## src/rtl/arrs_pkg.sv

```systemverilog
// ----------------------------------------------------------------------------
// arrs_pkg
// Shared types, codes and constants for the aligned region read splitter.
// ----------------------------------------------------------------------------
package arrs_pkg;

	// Default table depth
	localparam int MAX_REGIONS_DEF = 16;
	// Segments emitted per read, at most
	localparam int MAX_RESULTS     = 16;
	// Entries in the command queue between front and back
	localparam int CMD_QUEUE_DEPTH = 2;

	localparam logic [4:0] BLOCK_SHIFT_RST = 5'd9;
	localparam logic [30:0] LEN31_MAX      = 31'h7FFF_FFFF;

	// Operation codes
	localparam logic OP_ADD  = 1'b0;
	localparam logic OP_READ = 1'b1;

	// Result status codes
	localparam logic [1:0] ST_OK    = 2'd0;
	localparam logic [1:0] ST_EMPTY = 2'd1;
	localparam logic [1:0] ST_FULL  = 2'd2;
	localparam logic [1:0] ST_OVF   = 2'd3;

	// Decoded command: arg is the aligned length (add) or the offset (read)
	typedef struct packed {
		logic        op;
		logic [32:0] arg;
		logic [30:0] len;
	} cmd_t;

	// One result item
	typedef struct packed {
		logic [1:0]  status;
		logic [3:0]  region_index;
		logic [31:0] offset_in_region;
		logic [30:0] segment_length;
		logic [31:0] total_length;
		logic        last;
	} res_t;

endpackage

```

## src/rtl/arrs_ram.sv

```systemverilog
// ----------------------------------------------------------------------------
// arrs_ram
// Generic single-write, single-read RAM with registered read data.
// ----------------------------------------------------------------------------
module arrs_ram #(
	parameter int WIDTH = 32,
	parameter int DEPTH = 16,
	parameter int AW    = (DEPTH > 1) ? $clog2(DEPTH) : 1
) (
	input  logic             clk,
	input  logic             we,
	input  logic [AW-1:0]    waddr,
	input  logic [WIDTH-1:0] wdata,
	input  logic             re,
	input  logic [AW-1:0]    raddr,
	output logic [WIDTH-1:0] rdata
);

	logic [WIDTH-1:0] mem_q [DEPTH];

	always_ff @(posedge clk) begin
		if (we) begin
			mem_q[waddr] <= wdata;
		end
		// read data holds while re is low
		if (re) begin
			rdata <= mem_q[raddr];
		end
	end

endmodule

```

## src/rtl/arrs_front.sv

```systemverilog
// ----------------------------------------------------------------------------
// arrs_front
// Input side: holds block_shift, aligns add lengths, pushes decoded commands.
// ----------------------------------------------------------------------------
module arrs_front import arrs_pkg::*; (
	input  logic        clk,
	input  logic        arst_n,
	input  logic        cfg_valid,
	output logic        cfg_ready,
	input  logic [4:0]  block_shift,
	input  logic        in_valid,
	output logic        in_ready,
	input  logic        operation,
	input  logic [31:0] source_length,
	input  logic [31:0] read_offset,
	input  logic [30:0] read_length,
	input  logic        q_full,
	output logic        q_push,
	output cmd_t        q_cmd
);

	logic [4:0]  block_shift_q;
	logic [32:0] mask;
	logic [32:0] aligned;

	always_ff @(posedge clk or negedge arst_n) begin
		if (!arst_n) begin
			block_shift_q <= BLOCK_SHIFT_RST;
		end else if (cfg_valid) begin
			block_shift_q <= block_shift;
		end
	end

	assign cfg_ready = 1'b1;

	// round up to 2^block_shift; 33 bits since the result may reach 2^32
	assign mask    = (33'd1 << block_shift_q) - 33'd1;
	assign aligned = ({1'b0, source_length} + mask) & ~mask;

	assign in_ready = !q_full;
	assign q_push   = in_valid && !q_full;

	always_comb begin
		q_cmd.op  = operation;
		q_cmd.arg = (operation == OP_ADD) ? aligned : {1'b0, read_offset};
		q_cmd.len = read_length;
	end

endmodule

```

## src/rtl/arrs_queue.sv

```systemverilog
// ----------------------------------------------------------------------------
// arrs_queue
// Small command FIFO between the front and back parts.
// ----------------------------------------------------------------------------
module arrs_queue import arrs_pkg::*; #(
	parameter int DEPTH = CMD_QUEUE_DEPTH
) (
	input  logic clk,
	input  logic arst_n,
	input  logic push,
	input  cmd_t push_cmd,
	output logic full,
	output logic not_empty,
	input  logic pop,
	output cmd_t pop_cmd
);

	localparam int PW = (DEPTH > 1) ? $clog2(DEPTH) : 1;
	localparam int CW = $clog2(DEPTH + 1);

	cmd_t          entry_q [DEPTH];
	logic [PW-1:0] wptr_q;
	logic [PW-1:0] rptr_q;
	logic [CW-1:0] count_q;
	logic          do_push;
	logic          do_pop;

	assign full      = (count_q == CW'(DEPTH));
	assign not_empty = (count_q != '0);
	assign do_push   = push && !full;
	assign do_pop    = pop && not_empty;
	assign pop_cmd   = entry_q[rptr_q];

	always_ff @(posedge clk or negedge arst_n) begin
		if (!arst_n) begin
			wptr_q  <= '0;
			rptr_q  <= '0;
			count_q <= '0;
		end else begin
			if (do_push) begin
				wptr_q <= (wptr_q == PW'(DEPTH - 1)) ? '0 : wptr_q + 1'b1;
			end
			if (do_pop) begin
				rptr_q <= (rptr_q == PW'(DEPTH - 1)) ? '0 : rptr_q + 1'b1;
			end
			if (do_push && !do_pop) begin
				count_q <= count_q + 1'b1;
			end else if (do_pop && !do_push) begin
				count_q <= count_q - 1'b1;
			end
		end
	end

	always_ff @(posedge clk) begin
		if (do_push) begin
			entry_q[wptr_q] <= push_cmd;
		end
	end

endmodule

```

## src/rtl/arrs_back.sv

```systemverilog
// ----------------------------------------------------------------------------
// arrs_back
// Execution side: region table, add/reject, read scan and segment emit.
// ----------------------------------------------------------------------------
module arrs_back import arrs_pkg::*; #(
	parameter int MAX_REGIONS = MAX_REGIONS_DEF
) (
	input  logic clk,
	input  logic arst_n,
	input  logic q_valid,
	input  cmd_t q_cmd,
	output logic q_pop,
	output logic res_valid,
	input  logic res_ready,
	output res_t res
);

	localparam int AW = (MAX_REGIONS > 1) ? $clog2(MAX_REGIONS) : 1;
	localparam int CW = $clog2(MAX_REGIONS + 1);

	localparam logic [2:0] S_IDLE  = 3'd0;
	localparam logic [2:0] S_EXEC  = 3'd1;
	localparam logic [2:0] S_FETCH = 3'd2;
	localparam logic [2:0] S_CHK   = 3'd3;
	localparam logic [2:0] S_SEG   = 3'd4;

	logic [2:0]    state_q;
	cmd_t          cmd_q;
	logic [CW-1:0] count_q;
	logic [31:0]   space_end_q;
	logic [AW-1:0] idx_q;
	logic [3:0]    k_q;
	logic          run_q;
	logic [31:0]   off_q;
	logic [30:0]   len_q;
	logic [31:0]   d_q;
	logic          res_valid_q;
	res_t          res_q;

	logic          out_free;
	logic          emit;
	res_t          res_d;

	// add path
	logic [33:0]   add_sum;
	logic          tbl_full;
	logic          add_ovf;
	logic          add_ok;
	logic [30:0]   add_len_sat;
	logic          ram_we;

	// read setup
	logic [31:0]   rem;
	logic          rd_empty;
	logic [30:0]   len_clamp;

	// scan
	logic          ram_re;
	logic [63:0]   ram_rdata;
	logic [31:0]   rd_start;
	logic [31:0]   rd_alen;
	logic [31:0]   d_calc;
	logic          hit;
	logic [31:0]   avail;
	logic [32:0]   diff;
	logic          fin_len;
	logic          fin;
	logic [30:0]   seg_len;

	arrs_ram #(
		.WIDTH (64),
		.DEPTH (MAX_REGIONS)
	) u_tbl (
		.clk   (clk),
		.we    (ram_we),
		.waddr (count_q[AW-1:0]),
		.wdata ({space_end_q, cmd_q.arg[31:0]}),
		.re    (ram_re),
		.raddr (idx_q),
		.rdata (ram_rdata)
	);

	assign rd_start = ram_rdata[63:32];
	assign rd_alen  = ram_rdata[31:0];

	assign out_free = !res_valid_q || res_ready;
	assign q_pop    = (state_q == S_IDLE) && q_valid;
	assign ram_re   = (state_q == S_FETCH);

	// add: reject on full table or 32-bit overflow of the total
	assign add_sum     = {2'b00, space_end_q} + {1'b0, cmd_q.arg};
	assign tbl_full    = (count_q >= CW'(MAX_REGIONS));
	assign add_ovf     = |add_sum[33:32];
	assign add_ok      = !tbl_full && !add_ovf;
	assign add_len_sat = (|cmd_q.arg[32:31]) ? LEN31_MAX : cmd_q.arg[30:0];
	assign ram_we      = (state_q == S_EXEC) && out_free && (cmd_q.op == OP_ADD) && add_ok;

	// read: clamp to the total
	assign rem       = space_end_q - cmd_q.arg[31:0];
	assign rd_empty  = (cmd_q.arg[31:0] >= space_end_q) || (cmd_q.len == '0);
	assign len_clamp = ({1'b0, cmd_q.len} > rem) ? rem[30:0] : cmd_q.len;

	// once a run starts, the next non-empty region begins exactly at the offset
	assign d_calc = off_q - rd_start;
	assign hit    = run_q ? (rd_alen != '0)
	                      : ((rd_start <= off_q) && (d_calc < rd_alen));

	// segment: cut at region end or at remaining length
	assign avail   = rd_alen - d_q;
	assign diff    = {2'b00, len_q} - {1'b0, avail};
	assign fin_len = diff[32] || (diff[31:0] == '0);
	assign fin     = fin_len || (k_q == 4'(MAX_RESULTS - 1));
	assign seg_len = fin_len ? len_q : avail[30:0];

	always_comb begin
		emit  = 1'b0;
		res_d = '0;
		res_d.total_length = space_end_q;
		res_d.last         = 1'b1;
		case (state_q)
			S_EXEC: begin
				if (out_free) begin
					if (cmd_q.op == OP_ADD) begin
						emit = 1'b1;
						if (tbl_full) begin
							res_d.status = ST_FULL;
						end else if (add_ovf) begin
							res_d.status = ST_OVF;
						end else begin
							res_d.status         = ST_OK;
							res_d.region_index   = 4'(count_q);
							res_d.segment_length = add_len_sat;
							res_d.total_length   = add_sum[31:0];
						end
					end else if (rd_empty) begin
						emit         = 1'b1;
						res_d.status = ST_EMPTY;
					end
				end
			end
			S_SEG: begin
				if (out_free) begin
					emit                   = 1'b1;
					res_d.status           = ST_OK;
					res_d.region_index     = 4'(idx_q);
					res_d.offset_in_region = d_q;
					res_d.segment_length   = seg_len;
					res_d.last             = fin;
				end
			end
			default: begin
			end
		endcase
	end

	always_ff @(posedge clk or negedge arst_n) begin
		if (!arst_n) begin
			state_q     <= S_IDLE;
			count_q     <= '0;
			space_end_q <= '0;
			res_valid_q <= 1'b0;
		end else begin
			if (emit) begin
				res_valid_q <= 1'b1;
			end else if (res_ready) begin
				res_valid_q <= 1'b0;
			end
			case (state_q)
				S_IDLE: begin
					if (q_valid) begin
						state_q <= S_EXEC;
					end
				end
				S_EXEC: begin
					if (out_free) begin
						if (cmd_q.op == OP_ADD) begin
							if (add_ok) begin
								count_q     <= count_q + 1'b1;
								space_end_q <= add_sum[31:0];
							end
							state_q <= S_IDLE;
						end else if (rd_empty) begin
							state_q <= S_IDLE;
						end else begin
							state_q <= S_FETCH;
						end
					end
				end
				S_FETCH: begin
					state_q <= S_CHK;
				end
				S_CHK: begin
					state_q <= hit ? S_SEG : S_FETCH;
				end
				S_SEG: begin
					if (out_free) begin
						state_q <= fin ? S_IDLE : S_FETCH;
					end
				end
				default: begin
					state_q <= S_IDLE;
				end
			endcase
		end
	end

	// datapath registers, no reset
	always_ff @(posedge clk) begin
		if (q_pop) begin
			cmd_q <= q_cmd;
		end
		if (emit) begin
			res_q <= res_d;
		end
		case (state_q)
			S_EXEC: begin
				off_q <= cmd_q.arg[31:0];
				len_q <= len_clamp;
				idx_q <= '0;
				k_q   <= '0;
				run_q <= 1'b0;
			end
			S_CHK: begin
				if (hit) begin
					d_q <= run_q ? '0 : d_calc;
				end else begin
					idx_q <= idx_q + 1'b1;
				end
			end
			S_SEG: begin
				if (out_free && !fin) begin
					len_q <= diff[30:0];
					k_q   <= k_q + 1'b1;
					idx_q <= idx_q + 1'b1;
					run_q <= 1'b1;
				end
			end
			default: begin
			end
		endcase
	end

	assign res_valid = res_valid_q;
	assign res       = res_q;

endmodule

```

## src/rtl/aligned_region_read_splitter_top.sv

```systemverilog
// ----------------------------------------------------------------------------
// aligned_region_read_splitter_top
// Region table with aligned append and read-to-segment splitting.
// ----------------------------------------------------------------------------
// Regions are appended end to end in one 32-bit space, each rounded up to
// 2^block_shift bytes (block_shift resets to 9; write it only while idle).
// An add item returns one result: the assigned index, the aligned length
// (saturated to 31 bits) and the new total, or status table-full/overflow
// with the table unchanged. A read item is clamped to the total and split
// into one segment per non-empty region crossed, at most 16, the final one
// marked last; an offset at or past the total or a zero length gives one
// empty-status result. Flow: the front takes an item whenever the queue is
// not full and pushes it into a two-entry command queue, so up to two items
// are taken while the back is busy. In the back an add or an empty read
// passes the idle and exec states; a non-empty read then visits regions in
// turn, each region visit being a fetch and a check because the table sits
// in a RAM with registered read, and each segment adds a seg state.
// One result register drives the output; while it holds a result that
// out_ready has not taken, the back stalls at its next emit.
// No clearing pass after reset: only entries below the region count are
// ever read.
// ----------------------------------------------------------------------------
module aligned_region_read_splitter_top import arrs_pkg::*; #(
	parameter int MAX_REGIONS = MAX_REGIONS_DEF
) (
	input  logic        clk,
	input  logic        arst_n,
	// configuration write
	input  logic        cfg_valid,
	output logic        cfg_ready,
	input  logic [4:0]  block_shift,
	// input items
	input  logic        in_valid,
	output logic        in_ready,
	input  logic        operation,
	input  logic [31:0] source_length,
	input  logic [31:0] read_offset,
	input  logic [30:0] read_length,
	// result items
	output logic        out_valid,
	input  logic        out_ready,
	output logic [1:0]  status,
	output logic [3:0]  region_index,
	output logic [31:0] offset_in_region,
	output logic [30:0] segment_length,
	output logic [31:0] total_length,
	output logic        last
);

	logic q_full;
	logic q_push;
	cmd_t q_push_cmd;
	logic q_not_empty;
	logic q_pop;
	cmd_t q_pop_cmd;
	res_t res;

	// front: config register, alignment, classification
	arrs_front u_front (
		.clk           (clk),
		.arst_n        (arst_n),
		.cfg_valid     (cfg_valid),
		.cfg_ready     (cfg_ready),
		.block_shift   (block_shift),
		.in_valid      (in_valid),
		.in_ready      (in_ready),
		.operation     (operation),
		.source_length (source_length),
		.read_offset   (read_offset),
		.read_length   (read_length),
		.q_full        (q_full),
		.q_push        (q_push),
		.q_cmd         (q_push_cmd)
	);

	// decouples the two sides
	arrs_queue u_queue (
		.clk       (clk),
		.arst_n    (arst_n),
		.push      (q_push),
		.push_cmd  (q_push_cmd),
		.full      (q_full),
		.not_empty (q_not_empty),
		.pop       (q_pop),
		.pop_cmd   (q_pop_cmd)
	);

	// back: table state, scan, result register
	arrs_back #(
		.MAX_REGIONS (MAX_REGIONS)
	) u_back (
		.clk       (clk),
		.arst_n    (arst_n),
		.q_valid   (q_not_empty),
		.q_cmd     (q_pop_cmd),
		.q_pop     (q_pop),
		.res_valid (out_valid),
		.res_ready (out_ready),
		.res       (res)
	);

	assign status           = res.status;
	assign region_index     = res.region_index;
	assign offset_in_region = res.offset_in_region;
	assign segment_length   = res.segment_length;
	assign total_length     = res.total_length;
	assign last             = res.last;

endmodule

```

## config.mk

```make
export PLATFORM = sky130hd
export DESIGN_NAME = aligned_region_read_splitter_top
export DESIGN_NICKNAME = d
export VERILOG_FILES = /design/src/rtl/arrs_pkg.sv /design/src/rtl/arrs_ram.sv /design/src/rtl/arrs_front.sv /design/src/rtl/arrs_queue.sv /design/src/rtl/arrs_back.sv /design/src/rtl/aligned_region_read_splitter_top.sv
export SDC_FILE = /design/constraint.sdc
export NUM_CORES = 2
export LEC_CHECK = 0
export BUFFER_PORTS_ARGS = -buffer_cell sky130_fd_sc_hd__buf_2
export CORE_MARGIN = 1
export CORE_UTILIZATION = 40
export DETAILED_ROUTE_END_ITERATION = 10
export GPL_TIMING_DRIVEN = 0
export PLACE_DENSITY_LB_ADDON = 0.15
export SLEW_MARGIN = 15
export SYNTH_ARGS = -nofsm -noshare
export SYNTH_HDL_FRONTEND = slang
export SYNTH_SLANG_ARGS = --single-unit
```

## constraint.sdc

```tcl
create_clock -name clk -period 12.4 [get_ports clk]
set_clock_uncertainty 0.05 [all_clocks]
set_input_delay 2.48 -clock clk [delete_from_list [all_inputs] [get_ports clk]]
set_output_delay 2.48 -clock clk [all_outputs]
set_load 0.02 [all_outputs]
```

==> flow_summary.ini <==
[die]
die_x_um = 419
num_io_pins = 211
core_area_um2 = 172000
start_util_pct = 40.4
die_h_um = 419
die_area_um2 = 175000
placementRows = 152

[cts]
h-tree-depth = 4
path_clk_slew_ns = 0.07
clock-sinks = 1539
cts_resized = 0
clock_path_buffers = 3
cts_hold_buf = 0
post_cts_buffers = 0
cts_inserted_buffers = 166
root_buffer = clkbuf_16
insertion_delay_ns = 0.82
tritoncts = yes

[power_and_ir_drop]
finalPower_mw = 24.6
leakagePower_nw = 28.3
powerDensity_nw_per_um2 = 303
vdd_ir_drop_max_v = 0.000150

[logic_synthesis]
syn_area_um2 = 69400
ys_ff_latch = 1539
synth_cells = 4342
synth_nets = 4713
ys.warnings.count = 0
avgSynthCellArea_um2 = 16.0
seq_area_frac_synth_pct = 66.2
async_reset_ff_share_pct = 3.25
synth.top_cell.area_share_pct = 64.4
synth_edf_count = 1489
yosysTopAreaCell = edfxtp_1
ys_top_cells_by_area = edfxtp_1, mux4_2, ha_1
synth_top_flop_cell = edfxtp_1
ys_types = 87

[global_routing]
grt.total_usage_pct = 25.1
grt_max_degree = 62
grt_pass1_vias = 41100
grt_pass1_wl_um = 308000
gr-total-overflow = 0
antenna_found_initial = 22

[setup_path]
crit_type = flip-flop to flip-flop
start_kind = flip-flop
cp_max_fo = 20
cp.arrival_ns = 9.00
cp-end-kind = flip-flop
required_ns = 12.89
critPathLaunch = u_back.cmd_q[32]$_DFFE_PP_
r2r_start = u_back.cmd_q[32]$_DFFE_PP_

[flow_run]
timing.max_cap.violations = 0

[sta]
period_share_pct = 68.6
slew_headroom_pct = 11.8
fin_crit_ns = 8.51
hold_viol = 0
worst_pin_slew_ns = 1.32
clock.fmax_mhz = 118
setup_viol = 0
rsz0062_at_grt = no
slew_viol_final = 0

[final_layout]
stdcell_count = 7304
finalNetCount = 5223
area_delta_synth_final_pct = 16.9
drive_above_1_share_pct = 21.1

[routing]
wl_um = 220000
drt_iter0_markers = 4869
ant_nets = 0
vias = 41600
remaining_drc_errors = 0
drt-vias-per-instance = 5.70
drt_pass1_iterations = 6
wl_per_cell_um = 30.2

[worst_hold_path]
min_from = u_queue.entry_q[1][22]$_DFFE_PP_
hp-class = flip-flop to flip-flop

[place]
dp_hpwl_um = 161000
port_buffers = 208
gp_congestion = 0.945
placed_cells = 6989

[run_status]
outcome = completed
==> sequential cells by signal, summed over array words and instances (netlist names), 31 cells and up <==
signal              cells
u_back.cmd_q           65
u_back.d_q             32
u_back.len_q           31
u_back.off_q           32
u_back.res            102
u_back.space_end_q     32
u_back.u_tbl.mem_q   1024
u_back.u_tbl.rdata     64
u_queue.entry_q       130
==> cell type report <==
| class | count | area (µm²) |
|---|---|---|
| tap | 2310 | 2890 |
| multi-input combinational | 2402 | 22100 |
| buffer | 186 | 743 |
| timing repair buffer | 342 | 3110 |
| sequential | 1539 | 46000 |
| clock inverter | 97 | 1140 |
| inverter | 215 | 810 |
| clock buffer | 209 | 4400 |
| fill | 15000 | 90800 |
| antenna | 4 | 10.0 |
==> stage by stage <==
stage               util, %  hold WS, ns  setup slack, ns  setup TNS (ns)  area, µm²
floorplan                 -        0.401             2.10               0      69400
global placement       42.7        0.427            -9.12        -3664.18      73400
detailed placement     43.9        0.481             4.07               0      75500
CTS                    47.1        0.484             4.06               0      81000
global route           47.2        0.498             3.48               0      81100
finish                 47.2        0.477             3.89               0      81200
==> layer usage <==
| layer | wire length [µm] | global-route usage, % | up-vias |
|---|---|---|---|
| met3 | 16600 | 4.77 | 261 |
| met4 | 4950 | 5.86 | 0 |
| met5 | 0 | 0 | - |
| met1 | 95700 | 35.6 | 21600 |
| li1 | - | - | 18200 |
| met2 | 103000 | 39.9 | 1576 |
==> where the power goes <==
part           internal, mW  switching, mW
combinational          3.98           7.03
sequential             7.41           1.09
clock                  2.95           2.11
==> synth_stat cells, types with 82 or more instances <==
cell type / n
nand2_1: 155
inv_1: 214
a21o_1: 83
mux4_2: 320
xnor2_1: 127
o21ai_0: 144
clkbuf_1: 137
mux2_2: 82
edfxtp_1: 1489
nand3_1: 98
a21oi_1: 248
ha_1: 259
nor2_1: 204
==> critical path: stages (launching register included) <==
cell and delay [ns]:
edfxtp_1 1.18, inv_1 0.29, ha_1 0.41, nor2b_1 0.16, o211ai_1 0.17, a21oi_1 0.12
o41ai_1 0.85, a211oi_1 0.32, nor2_1 0.35, o311a_1 0.30, o221a_2 0.20, nor3_1 0.05
xnor2_1 0.33, ha_1 0.32, a21o_1 0.17, a21oi_1 0.19, nand3b_1 0.19, a2111oi_0 0.38
o21ai_0 0.17, a21oi_1 0.19, o21ai_0 0.11, nand3_1 0.28, clkbuf_1 0.42, clkbuf_1 0.42
nand2_1 0.13, a22oi_1 0.45
==> layout by cell type (no fill, tap or decap), drive strengths merged, types with 37 or more instances in the layout <==
master  instances
edfxtp       1489
buf           383
clkbuf        354
mux4          320
ha            259
a21oi         248
inv           223
nor2          204
nand2         155
o21ai         151
xnor2         127
nand3          98
a21o           83
mux2           82
clkinv         65
xor2           56
nor3           49
dfrtp          48
o21bai         43
and2           41
nand2b         37
o21a           37
==> worst paths after layout <==
kind | to | slack, ns | depth (start not counted)
worst max-delay path | u_back.len_q[16]$_DFFE_PP_ | 3.89 | 25
worst min-delay path | u_back.cmd_q[22]$_DFFE_PP_ | 0.48 | 1
max in group asynchronous | u_back.space_end_q[6]$_DFFE_PN0P_ | 10.19 | 2
worst min register to register | u_back.cmd_q[22]$_DFFE_PP_ | 0.48 | 1
min in group asynchronous | u_queue.wptr_q$_DFFE_PN0P_ | 1.50 | 1
worst max register to register | u_back.len_q[16]$_DFFE_PP_ | 3.89 | 25
==> kinds of logic after synthesis <==
group | synth area share [%]
compound gates | 7.18
xor+xnor | 2.31
fa+ha+maj | 4.84
buf+inv | 2.20
flops | 66.2
mux | 11.8
other cells | 0.0108
simple gates | 5.48
Note: power is estimated with default switching activity, not from simulation.
